===== config.mk =====
export PLATFORM = sky130hd
export DESIGN_NAME = radix64_crc24_armor_encoder
export DESIGN_NICKNAME = d
export VERILOG_FILES = /design/src/rtl/armenc_pkg.sv /design/src/rtl/armenc_front.sv /design/src/rtl/armenc_queue.sv /design/src/rtl/armenc_back.sv /design/src/rtl/radix64_crc24_armor_encoder.sv
export SDC_FILE = /design/constraint.sdc
export NUM_CORES = 1
export LEC_CHECK = 0
export BUFFER_PORTS_ARGS = -buffer_cell sky130_fd_sc_hd__buf_2
export CAP_MARGIN = 20
export CELL_PAD_IN_SITES_DETAIL_PLACEMENT = 2
export CELL_PAD_IN_SITES_GLOBAL_PLACEMENT = 2
export CORE_MARGIN = 1.5
export CORE_UTILIZATION = 49
export DETAILED_ROUTE_END_ITERATION = 10
export GPL_TIMING_DRIVEN = 0
export PLACE_DENSITY_LB_ADDON = 0.1
export SYNTH_ARGS = -nofsm -noshare
export SYNTH_HDL_FRONTEND = slang
export SYNTH_HIERARCHICAL = 1
export SYNTH_SLANG_ARGS = --single-unit

===== constraint.sdc =====
create_clock -name aclk -period 7.9 [get_ports aclk]
set_input_delay 0.79 -clock aclk [delete_from_list [all_inputs] [get_ports aclk]]
set_output_delay 0.79 -clock aclk [all_outputs]
set_load 0.01 [all_outputs]

===== src/rtl/armenc_pkg.sv =====
// ----------------------------------------------------------------------------
// armenc_pkg
// Shared types, constants and the radix-64 alphabet for the armor encoder.
// ----------------------------------------------------------------------------
package armenc_pkg;

    localparam int          LINE_CHARS_DEF = 76;
    localparam int          QUEUE_DEPTH    = 4;
    localparam logic [23:0] CRC_INIT       = 24'hB704CE;
    localparam logic [23:0] CRC_POLY       = 24'h864CFB;

    localparam logic [7:0]  CHAR_NL        = 8'd10;
    localparam logic [7:0]  CHAR_PAD       = 8'd61;

    // character slots of one request, lowest emitted first
    localparam int          NUM_SLOTS      = 10;
    localparam logic [3:0]  SLOT_G0        = 4'd0;
    localparam logic [3:0]  SLOT_G1        = 4'd1;
    localparam logic [3:0]  SLOT_G2        = 4'd2;
    localparam logic [3:0]  SLOT_G3        = 4'd3;
    localparam logic [3:0]  SLOT_NL        = 4'd4;
    localparam logic [3:0]  SLOT_EQ        = 4'd5;
    localparam logic [3:0]  SLOT_C0        = 4'd6;
    localparam logic [3:0]  SLOT_C1        = 4'd7;
    localparam logic [3:0]  SLOT_C2        = 4'd8;
    localparam logic [3:0]  SLOT_C3        = 4'd9;

    typedef struct packed {
        logic        has_group;
        logic        pad2;
        logic        pad3;
        logic        newline;
        logic        has_crc;
        logic [23:0] group_val;
        logic [23:0] crc_val;
    } arm_job_t;

    typedef struct packed {
        logic full;
        logic empty;
    } q_status_t;

    function automatic logic [NUM_SLOTS-1:0] job_mask(input arm_job_t j);
        return {{5{j.has_crc}}, j.newline, {4{j.has_group}}};
    endfunction

    function automatic logic [7:0] b64_char(input logic [5:0] v);
        logic [7:0] w;
        w = {2'b00, v};
        if (v < 6'd26) return w + 8'd65;
        else if (v < 6'd52) return w + 8'd71;
        else if (v < 6'd62) return w - 8'd4;
        else if (v == 6'd62) return 8'd43;
        else return 8'd47;
    endfunction

endpackage


===== src/rtl/armenc_front.sv =====
// ----------------------------------------------------------------------------
// armenc_front
// Takes bytes and finish commands, keeps CRC-24 and group state, and
// issues one character request per completed group or finish.
// ----------------------------------------------------------------------------
module armenc_front
    import armenc_pkg::*;
#(
    parameter int LINE_CHARS = LINE_CHARS_DEF
) (
    input  logic       aclk,
    input  logic       aresetn,
    input  logic       in_valid,
    input  logic       in_finish,
    input  logic [7:0] in_byte,
    input  q_status_t  q_status,
    output logic       in_ready,
    output logic       job_push,
    output arm_job_t   job
);

    localparam int GROUPS_PER_LINE = (LINE_CHARS + 3) / 4;
    localparam int GRP_W           = $clog2(GROUPS_PER_LINE + 1);

    logic [15:0]      gbytes_reg, gbytes_next;
    logic [1:0]       fill_reg, fill_next;
    logic [GRP_W-1:0] groups_reg, groups_next;
    logic [23:0]      crc_reg, crc_next;
    logic             lwn_reg, lwn_next;
    logic [GRP_W:0]   groups_inc;
    logic             line_full;
    logic             accept;

    function automatic logic [23:0] crc_byte(input logic [23:0] c, input logic [7:0] b);
        logic [23:0] r;
        r = c ^ {b, 16'h0000};
        for (int i = 0; i < 8; i++) begin
            r = r[23] ? ({r[22:0], 1'b0} ^ CRC_POLY) : {r[22:0], 1'b0};
        end
        return r;
    endfunction

    assign in_ready   = !q_status.full;
    assign accept     = in_valid && in_ready;
    assign groups_inc = {1'b0, groups_reg} + {{GRP_W{1'b0}}, 1'b1};
    assign line_full  = (groups_inc >= (GRP_W+1)'(GROUPS_PER_LINE));

    always_comb begin
        gbytes_next = gbytes_reg;
        fill_next   = fill_reg;
        groups_next = groups_reg;
        crc_next    = crc_reg;
        lwn_next    = lwn_reg;
        job_push    = 1'b0;
        job         = '0;
        job.crc_val = crc_reg;
        if (accept) begin
            if (in_finish) begin
                job_push      = 1'b1;
                job.has_group = (fill_reg != 2'd0);
                job.group_val = (fill_reg == 2'd1) ? {gbytes_reg[7:0], 16'h0000}
                                                   : {gbytes_reg, 8'h00};
                job.pad2      = (fill_reg == 2'd1);
                job.pad3      = (fill_reg != 2'd0);
                job.newline   = (fill_reg != 2'd0) || !lwn_reg;
                job.has_crc   = 1'b1;
                gbytes_next   = '0;
                fill_next     = '0;
                groups_next   = '0;
                crc_next      = CRC_INIT;
                lwn_next      = 1'b1;
            end else begin
                crc_next = crc_byte(crc_reg, in_byte);
                if (fill_reg < 2'd2) begin
                    gbytes_next = {gbytes_reg[7:0], in_byte};
                    fill_next   = fill_reg + 2'd1;
                end else begin
                    job_push      = 1'b1;
                    job.has_group = 1'b1;
                    job.group_val = {gbytes_reg, in_byte};
                    job.newline   = line_full;
                    gbytes_next   = '0;
                    fill_next     = '0;
                    groups_next   = line_full ? '0 : groups_inc[GRP_W-1:0];
                    lwn_next      = line_full;
                end
            end
        end
    end

    always_ff @(posedge aclk) begin
        if (!aresetn) begin
            gbytes_reg <= '0;
            fill_reg   <= '0;
            groups_reg <= '0;
            crc_reg    <= CRC_INIT;
            lwn_reg    <= 1'b1;
        end else begin
            gbytes_reg <= gbytes_next;
            fill_reg   <= fill_next;
            groups_reg <= groups_next;
            crc_reg    <= crc_next;
            lwn_reg    <= lwn_next;
        end
    end

endmodule


===== src/rtl/armenc_queue.sv =====
// ----------------------------------------------------------------------------
// armenc_queue
// Short request queue between the front and back parts.
// ----------------------------------------------------------------------------
module armenc_queue
    import armenc_pkg::*;
#(
    parameter int DEPTH = QUEUE_DEPTH
) (
    input  logic      aclk,
    input  logic      aresetn,
    input  logic      push,
    input  arm_job_t  din,
    input  logic      pop,
    output arm_job_t  dout,
    output q_status_t status
);

    localparam int PTR_W = (DEPTH > 1) ? $clog2(DEPTH) : 1;
    localparam int CNT_W = $clog2(DEPTH + 1);

    arm_job_t         mem [DEPTH];
    logic [PTR_W-1:0] wr_ptr_reg, rd_ptr_reg;
    logic [CNT_W-1:0] count_reg;
    logic             do_push, do_pop;

    assign status.full  = (count_reg == CNT_W'(DEPTH));
    assign status.empty = (count_reg == '0);
    assign do_push      = push && !status.full;
    assign do_pop       = pop && !status.empty;
    assign dout         = mem[rd_ptr_reg];

    always_ff @(posedge aclk) begin
        if (do_push) begin
            mem[wr_ptr_reg] <= din;
        end
    end

    always_ff @(posedge aclk) begin
        if (!aresetn) begin
            wr_ptr_reg <= '0;
            rd_ptr_reg <= '0;
            count_reg  <= '0;
        end else begin
            if (do_push) begin
                wr_ptr_reg <= (wr_ptr_reg == PTR_W'(DEPTH - 1)) ? '0 : wr_ptr_reg + PTR_W'(1);
            end
            if (do_pop) begin
                rd_ptr_reg <= (rd_ptr_reg == PTR_W'(DEPTH - 1)) ? '0 : rd_ptr_reg + PTR_W'(1);
            end
            count_reg <= count_reg + CNT_W'(do_push) - CNT_W'(do_pop);
        end
    end

endmodule


===== src/rtl/armenc_back.sv =====
// ----------------------------------------------------------------------------
// armenc_back
// Walks the character slots of each request, one character per cycle while
// the output is not stalled, into a registered output stage.
// ----------------------------------------------------------------------------
module armenc_back
    import armenc_pkg::*;
(
    input  logic       aclk,
    input  logic       aresetn,
    input  arm_job_t   q_dout,
    input  q_status_t  q_status,
    output logic       q_pop,
    output logic       out_valid,
    output logic [7:0] out_char,
    output logic       out_last,
    input  logic       out_ready
);

    arm_job_t             job_reg;
    logic                 busy_reg;
    logic [NUM_SLOTS-1:0] rem_reg, rem_after;
    logic                 out_valid_reg, out_last_reg;
    logic [7:0]           out_char_reg, ch;
    logic [3:0]           slot;
    logic                 out_free, advance, is_last;

    assign out_valid = out_valid_reg;
    assign out_char  = out_char_reg;
    assign out_last  = out_last_reg;

    always_comb begin
        slot = SLOT_G0;
        for (int i = NUM_SLOTS - 1; i >= 0; i--) begin
            if (rem_reg[i]) slot = 4'(i);
        end
    end

    assign rem_after = rem_reg & ~(NUM_SLOTS'(1) << slot);
    assign is_last   = (rem_after == '0);
    assign out_free  = !out_valid_reg || out_ready;
    assign advance   = busy_reg && out_free;
    assign q_pop     = (!busy_reg || (advance && is_last)) && !q_status.empty;

    always_comb begin
        unique case (slot)
            SLOT_G0: ch = b64_char(job_reg.group_val[23:18]);
            SLOT_G1: ch = b64_char(job_reg.group_val[17:12]);
            SLOT_G2: ch = job_reg.pad2 ? CHAR_PAD : b64_char(job_reg.group_val[11:6]);
            SLOT_G3: ch = job_reg.pad3 ? CHAR_PAD : b64_char(job_reg.group_val[5:0]);
            SLOT_NL: ch = CHAR_NL;
            SLOT_EQ: ch = CHAR_PAD;
            SLOT_C0: ch = b64_char(job_reg.crc_val[23:18]);
            SLOT_C1: ch = b64_char(job_reg.crc_val[17:12]);
            SLOT_C2: ch = b64_char(job_reg.crc_val[11:6]);
            SLOT_C3: ch = b64_char(job_reg.crc_val[5:0]);
            default: ch = CHAR_PAD;
        endcase
    end

    always_ff @(posedge aclk) begin
        if (q_pop) begin
            job_reg <= q_dout;
        end
        if (advance) begin
            out_char_reg <= ch;
            out_last_reg <= is_last;
        end
    end

    always_ff @(posedge aclk) begin
        if (!aresetn) begin
            busy_reg      <= 1'b0;
            rem_reg       <= '0;
            out_valid_reg <= 1'b0;
        end else begin
            if (q_pop) begin
                busy_reg <= 1'b1;
                rem_reg  <= job_mask(q_dout);
            end else if (advance && is_last) begin
                busy_reg <= 1'b0;
                rem_reg  <= '0;
            end else if (advance) begin
                rem_reg <= rem_after;
            end
            if (advance) begin
                out_valid_reg <= 1'b1;
            end else if (out_ready) begin
                out_valid_reg <= 1'b0;
            end
        end
    end

endmodule


===== src/rtl/radix64_crc24_armor_encoder.sv =====
// ----------------------------------------------------------------------------
// radix64_crc24_armor_encoder
// Radix-64 armor body encoder with CRC-24 trailer.
//
//   channel  port group           contents
//   input    s_tvalid/s_tready    s_tdata[7:0] data_byte, s_tuser cmd (1 = finish)
//   output   m_tvalid/m_tready    m_tdata[7:0] out_char, m_tlast run_last
//
// One input request is taken per cycle while the request queue has room.
// Output runs at one character per cycle while the output is not stalled: a
// group emits 4 or 5 characters, a finish 5 to 10.
// Reset is synchronous on aresetn low; control state returns to the blank-line
// start. Either side may stall; the queue and the output register part them.
// ----------------------------------------------------------------------------
module radix64_crc24_armor_encoder
    import armenc_pkg::*;
#(
    parameter int LINE_CHARS = LINE_CHARS_DEF
) (
    input  logic       aclk,
    input  logic       aresetn,
    input  logic       s_tvalid,
    output logic       s_tready,
    input  logic [7:0] s_tdata,   // [7:0] data_byte
    input  logic       s_tuser,   // [0] cmd
    output logic       m_tvalid,
    input  logic       m_tready,
    output logic [7:0] m_tdata,   // [7:0] out_char
    output logic       m_tlast
);

    arm_job_t  job, q_dout;
    logic      job_push, q_pop;
    q_status_t q_status;

    armenc_front #(
        .LINE_CHARS(LINE_CHARS)
    ) u_front (
        .aclk     (aclk),
        .aresetn  (aresetn),
        .in_valid (s_tvalid),
        .in_finish(s_tuser),
        .in_byte  (s_tdata),
        .q_status (q_status),
        .in_ready (s_tready),
        .job_push (job_push),
        .job      (job)
    );

    armenc_queue #(
        .DEPTH(QUEUE_DEPTH)
    ) u_queue (
        .aclk   (aclk),
        .aresetn(aresetn),
        .push   (job_push),
        .din    (job),
        .pop    (q_pop),
        .dout   (q_dout),
        .status (q_status)
    );

    armenc_back u_back (
        .aclk     (aclk),
        .aresetn  (aresetn),
        .q_dout   (q_dout),
        .q_status (q_status),
        .q_pop    (q_pop),
        .out_valid(m_tvalid),
        .out_char (m_tdata),
        .out_last (m_tlast),
        .out_ready(m_tready)
    );

    a_no_push_full: assert property (@(posedge aclk) disable iff (!aresetn)
        job_push |-> !q_status.full)
        else $error("request pushed into full queue");

    a_no_pop_empty: assert property (@(posedge aclk) disable iff (!aresetn)
        q_pop |-> !q_status.empty)
        else $error("request popped from empty queue");

    a_job_nonempty: assert property (@(posedge aclk) disable iff (!aresetn)
        q_pop |-> (q_dout.has_group || q_dout.has_crc))
        else $error("request with no characters");

    a_reset_idle: assert property (@(posedge aclk)
        !aresetn |=> !m_tvalid)
        else $error("output valid after reset");

endmodule

==> results.sh <==
export IMPL_outcome="completed"
export IMPL_grt_pass1_wl_um=95900
export IMPL_p_leak_nw=6.40
export IMPL_power_w=0.00849
export IMPL_relSlewSlack=0.345
export IMPL_tns_ns=0
export IMPL_power_density_nw_per_um2=457
export IMPL_synth_warnings=6
export IMPL_synth_edf_count=271
export IMPL_seq_area_frac_synth=0.575
export IMPL_worst_slack_ns=2.91
export IMPL_period_share=0.632
export IMPL_drt_iter0_markers=1530
export IMPL_die_x_um=187
export IMPL_place_ws_ns=2.48
export IMPL_crit_required_ns=8.34
export IMPL_setup_viol=0
export IMPL_drive_gt1_frac=0.126
export IMPL_max_freq_mhz=200
export IMPL_grt_overflow_total=0
export IMPL_clkLatencyLatePin_ns=0.56
export IMPL_track_usage=0.375
export IMPL_dr_pass1_iters=5
export IMPL_cts_sinks=340
export IMPL_core_area_um2=33400
export IMPL_p_seq_frac=0.335
export IMPL_die_h_um=187
export IMPL_clock_tree_root_cell="clkbuf_16"
export IMPL_wirelength_um=65600
export IMPL_drv_cap=0
export IMPL_hold_violations=0
export IMPL_cp_start_kind="register"
export IMPL_synthTopCellsByCount="271 x edfxtp_1, 85 x nand2_1, 69 x dfxtp_1, 69 x nor2_1, 68 x a21oi_1"
export IMPL_port_buffers=22
export IMPL_synthTopCellsByArea="edfxtp_1 49%, dfxtp_1 8.4%, mux4_2 6.8%"
export IMPL_cts_tree="yes"
export IMPL_vias_per_cell=6.84
export IMPL_maxSlewViolCount=0
export IMPL_grt_pass1_vias=13123
export IMPL_synth_top_area_frac=0.492
export IMPL_ctsResizeCount=0
export IMPL_fin_skew_ns=0.0178
export IMPL_cp_max_fo=14
export IMPL_nFillCells=3130
export IMPL_cp_data_arrival_time_ns=5.43
export IMPL_ys_types=84
export IMPL_ys_seq_elements=340
export IMPL_finalNonFillerCells=1835
export IMPL_hpwl_um=40300
export IMPL_synth_flop_cell="edfxtp_1"
export IMPL_path_class="register to register"
export IMPL_comb_power_share=0.438
export IMPL_syn_inst=1289
export IMPL_start_util=0.496
export IMPL_syn_avg_cell_area_um2=12.8
export IMPL_ant_nets=0
export IMPL_syn_area_um2=16500
export IMPL_num_nets_final=1419
export IMPL_largest_reg_flops=212
export IMPL_num_io_pins=24
export IMPL_yosysTopAreaCell="edfxtp_1"
export IMPL_cts_setup_buffers=0
export IMPL_rows=67
export IMPL_area_growth_pct=12.3
export IMPL_p_int_w=0.00471
export IMPL_grt_max_degree=54
export IMPL_routedWlPerCell_um=35.7
export IMPL_rsz0062_at_grt="no"
export IMPL_p_switching_w=0.00378
export IMPL_min_period_ns=4.99
export IMPL_gp_congestion=0.896
export IMPL_yosysMostFrequentCell="edfxtp_1"
export IMPL_num_vias=12553
export IMPL_clockPowerShare=0.227
export IMPL_worst_pin_slew_ns=0.982
export IMPL_min_path_type="register to register"
export IMPL_drc=0
export IMPL_cts_hold_buf=0
export IMPL_cts_path_max_buffers=3
export IMPL_p_sw_frac=0.445
export IMPL_ctsHtreeMaxLevel=2
export IMPL_syn_nets=1352
export IMPL_clkTransAtPathRegs_ns=0.06
export IMPL_end_kind="register"
export IMPL_antenna_found_initial=0
export IMPL_synthArstFlopShare=0
export IMPL_fp_dieArea_um2=34900
export IMPL_placed_cells=1761
export IMPL_peakVddDrop_v=0.000318
export IMPL_cts_buffers=38
==> cells in the final DEF, fill, tap and decap left out, types with 14 or more instances in the layout <==
cell / synthesis / final
nor2_1: 69 / 69
nor2b_1: 32 / 32
inv_1: 58 / 58
buf_2: 8 / 32
nor3_1: 34 / 34
and2_1: 22 / 18
xnor2_1: 47 / 47
nand3_1: 30 / 30
o21ai_0: 34 / 34
a22oi_1: 37 / 37
dfxtp_1: 69 / 69
mux4_2: 50 / 50
a211oi_1: 25 / 25
clkbuf_16: 0 / 38
a21o_1: 14 / 14
o211ai_1: 19 / 19
nand2_1: 85 / 85
edfxtp_1: 271 / 271
ha_1: 49 / 49
xor2_1: 22 / 22
a21oi_1: 68 / 68
clkbuf_1: 51 / 54
nand4_1: 16 / 16
==> power by group through the flow <==
stage	registers [W]	clock network [W]	logic [W]
floorplan	0.00264	0	0.00227
global placement	0.00275	0	0.00305
detailed placement	0.00282	0	0.00336
CTS	0.00282	0.00194	0.00358
global route	0.00285	0.00199	0.00386
finish	0.00284	0.00193	0.00372
==> final cells by class <==
cell class | count | area (um^2) | share of cell area
flip-flops and latches | 340 | 9520 | 0.512
well taps | 448 | 561 | 0.0302
clock inverters | 25 | 290 | 0.0156
multi-input cells | 823 | 6450 | 0.347
diodes | 1 | 2.50 | 0.000135
clock buffers | 45 | 1020 | 0.0548
inverters | 60 | 225 | 0.0121
plain buffers | 66 | 354 | 0.0191
repair buffers | 27 | 155 | 0.00835
==> final timing paths <==
check | start | endpoint | slack (ns) | cells past startpoint
max reg2reg | u_back/rem_reg[3] | u_queue/count_reg[2] | 2.91 | 18
min reg2reg | u_front/lwn_reg | u_front/lwn_reg | 0.51 | 1
min | u_front/lwn_reg | u_front/lwn_reg | 0.51 | 1
max | u_back/rem_reg[3] | u_queue/count_reg[2] | 2.91 | 18
==> metrics by stage <==
stage          cell area, um^2  utilization  hold slack, ns
2_1_floorplan            16500            -           0.426
3_3_place_gp             17200        0.516           0.434
3_5_place_dp             17200        0.517           0.460
4_1_cts                  18500        0.556           0.520
5_1_grt                  18600        0.557           0.533
6_report                 18600        0.557           0.509
==> layer usage <==
metal  track usage  wire [um]  vias up
li1              -          -     5057
met1         0.498      25800     6591
met2         0.627      32100      760
met3        0.0553       5100      145
met4         0.141       2600        0
met5             0          0        -
==> kinds of logic (layout without fill, tap and decap cells) <==
logic type               after synthesis  in the layout  share of synthesized area
buffers and inverters                126            223                     0.0350
adder cells (fa/ha/maj)               52             52                     0.0396
AND/OR/NAND/NOR                      346            346                      0.108
other                                  0              1                          0
flip-flops                           340            340                      0.575
XOR/XNOR                              77             77                     0.0464
AO/OA/AOI/OAI                        287            287                      0.118
multiplexers                          61             61                     0.0778
==> critical path: stages, from the launching register on <==
cell      delay [ns]
dfxtp_1         0.31
buf_6           0.13
nor4_4          0.36
nand3b_1        0.39
a21oi_1         0.53
o21ai_1         0.23
nor3_4          0.34
a21oi_2         0.19
inv_2           0.38
o31ai_1         0.30
inv_1           0.14
ha_1            0.23
inv_1           0.07
ha_1            0.15
inv_1           0.05
fa_1            0.39
xnor2_1         0.30
xnor2_1         0.17
and2_1          0.21
No activity file was read; power rests on OpenSTA's default activity.
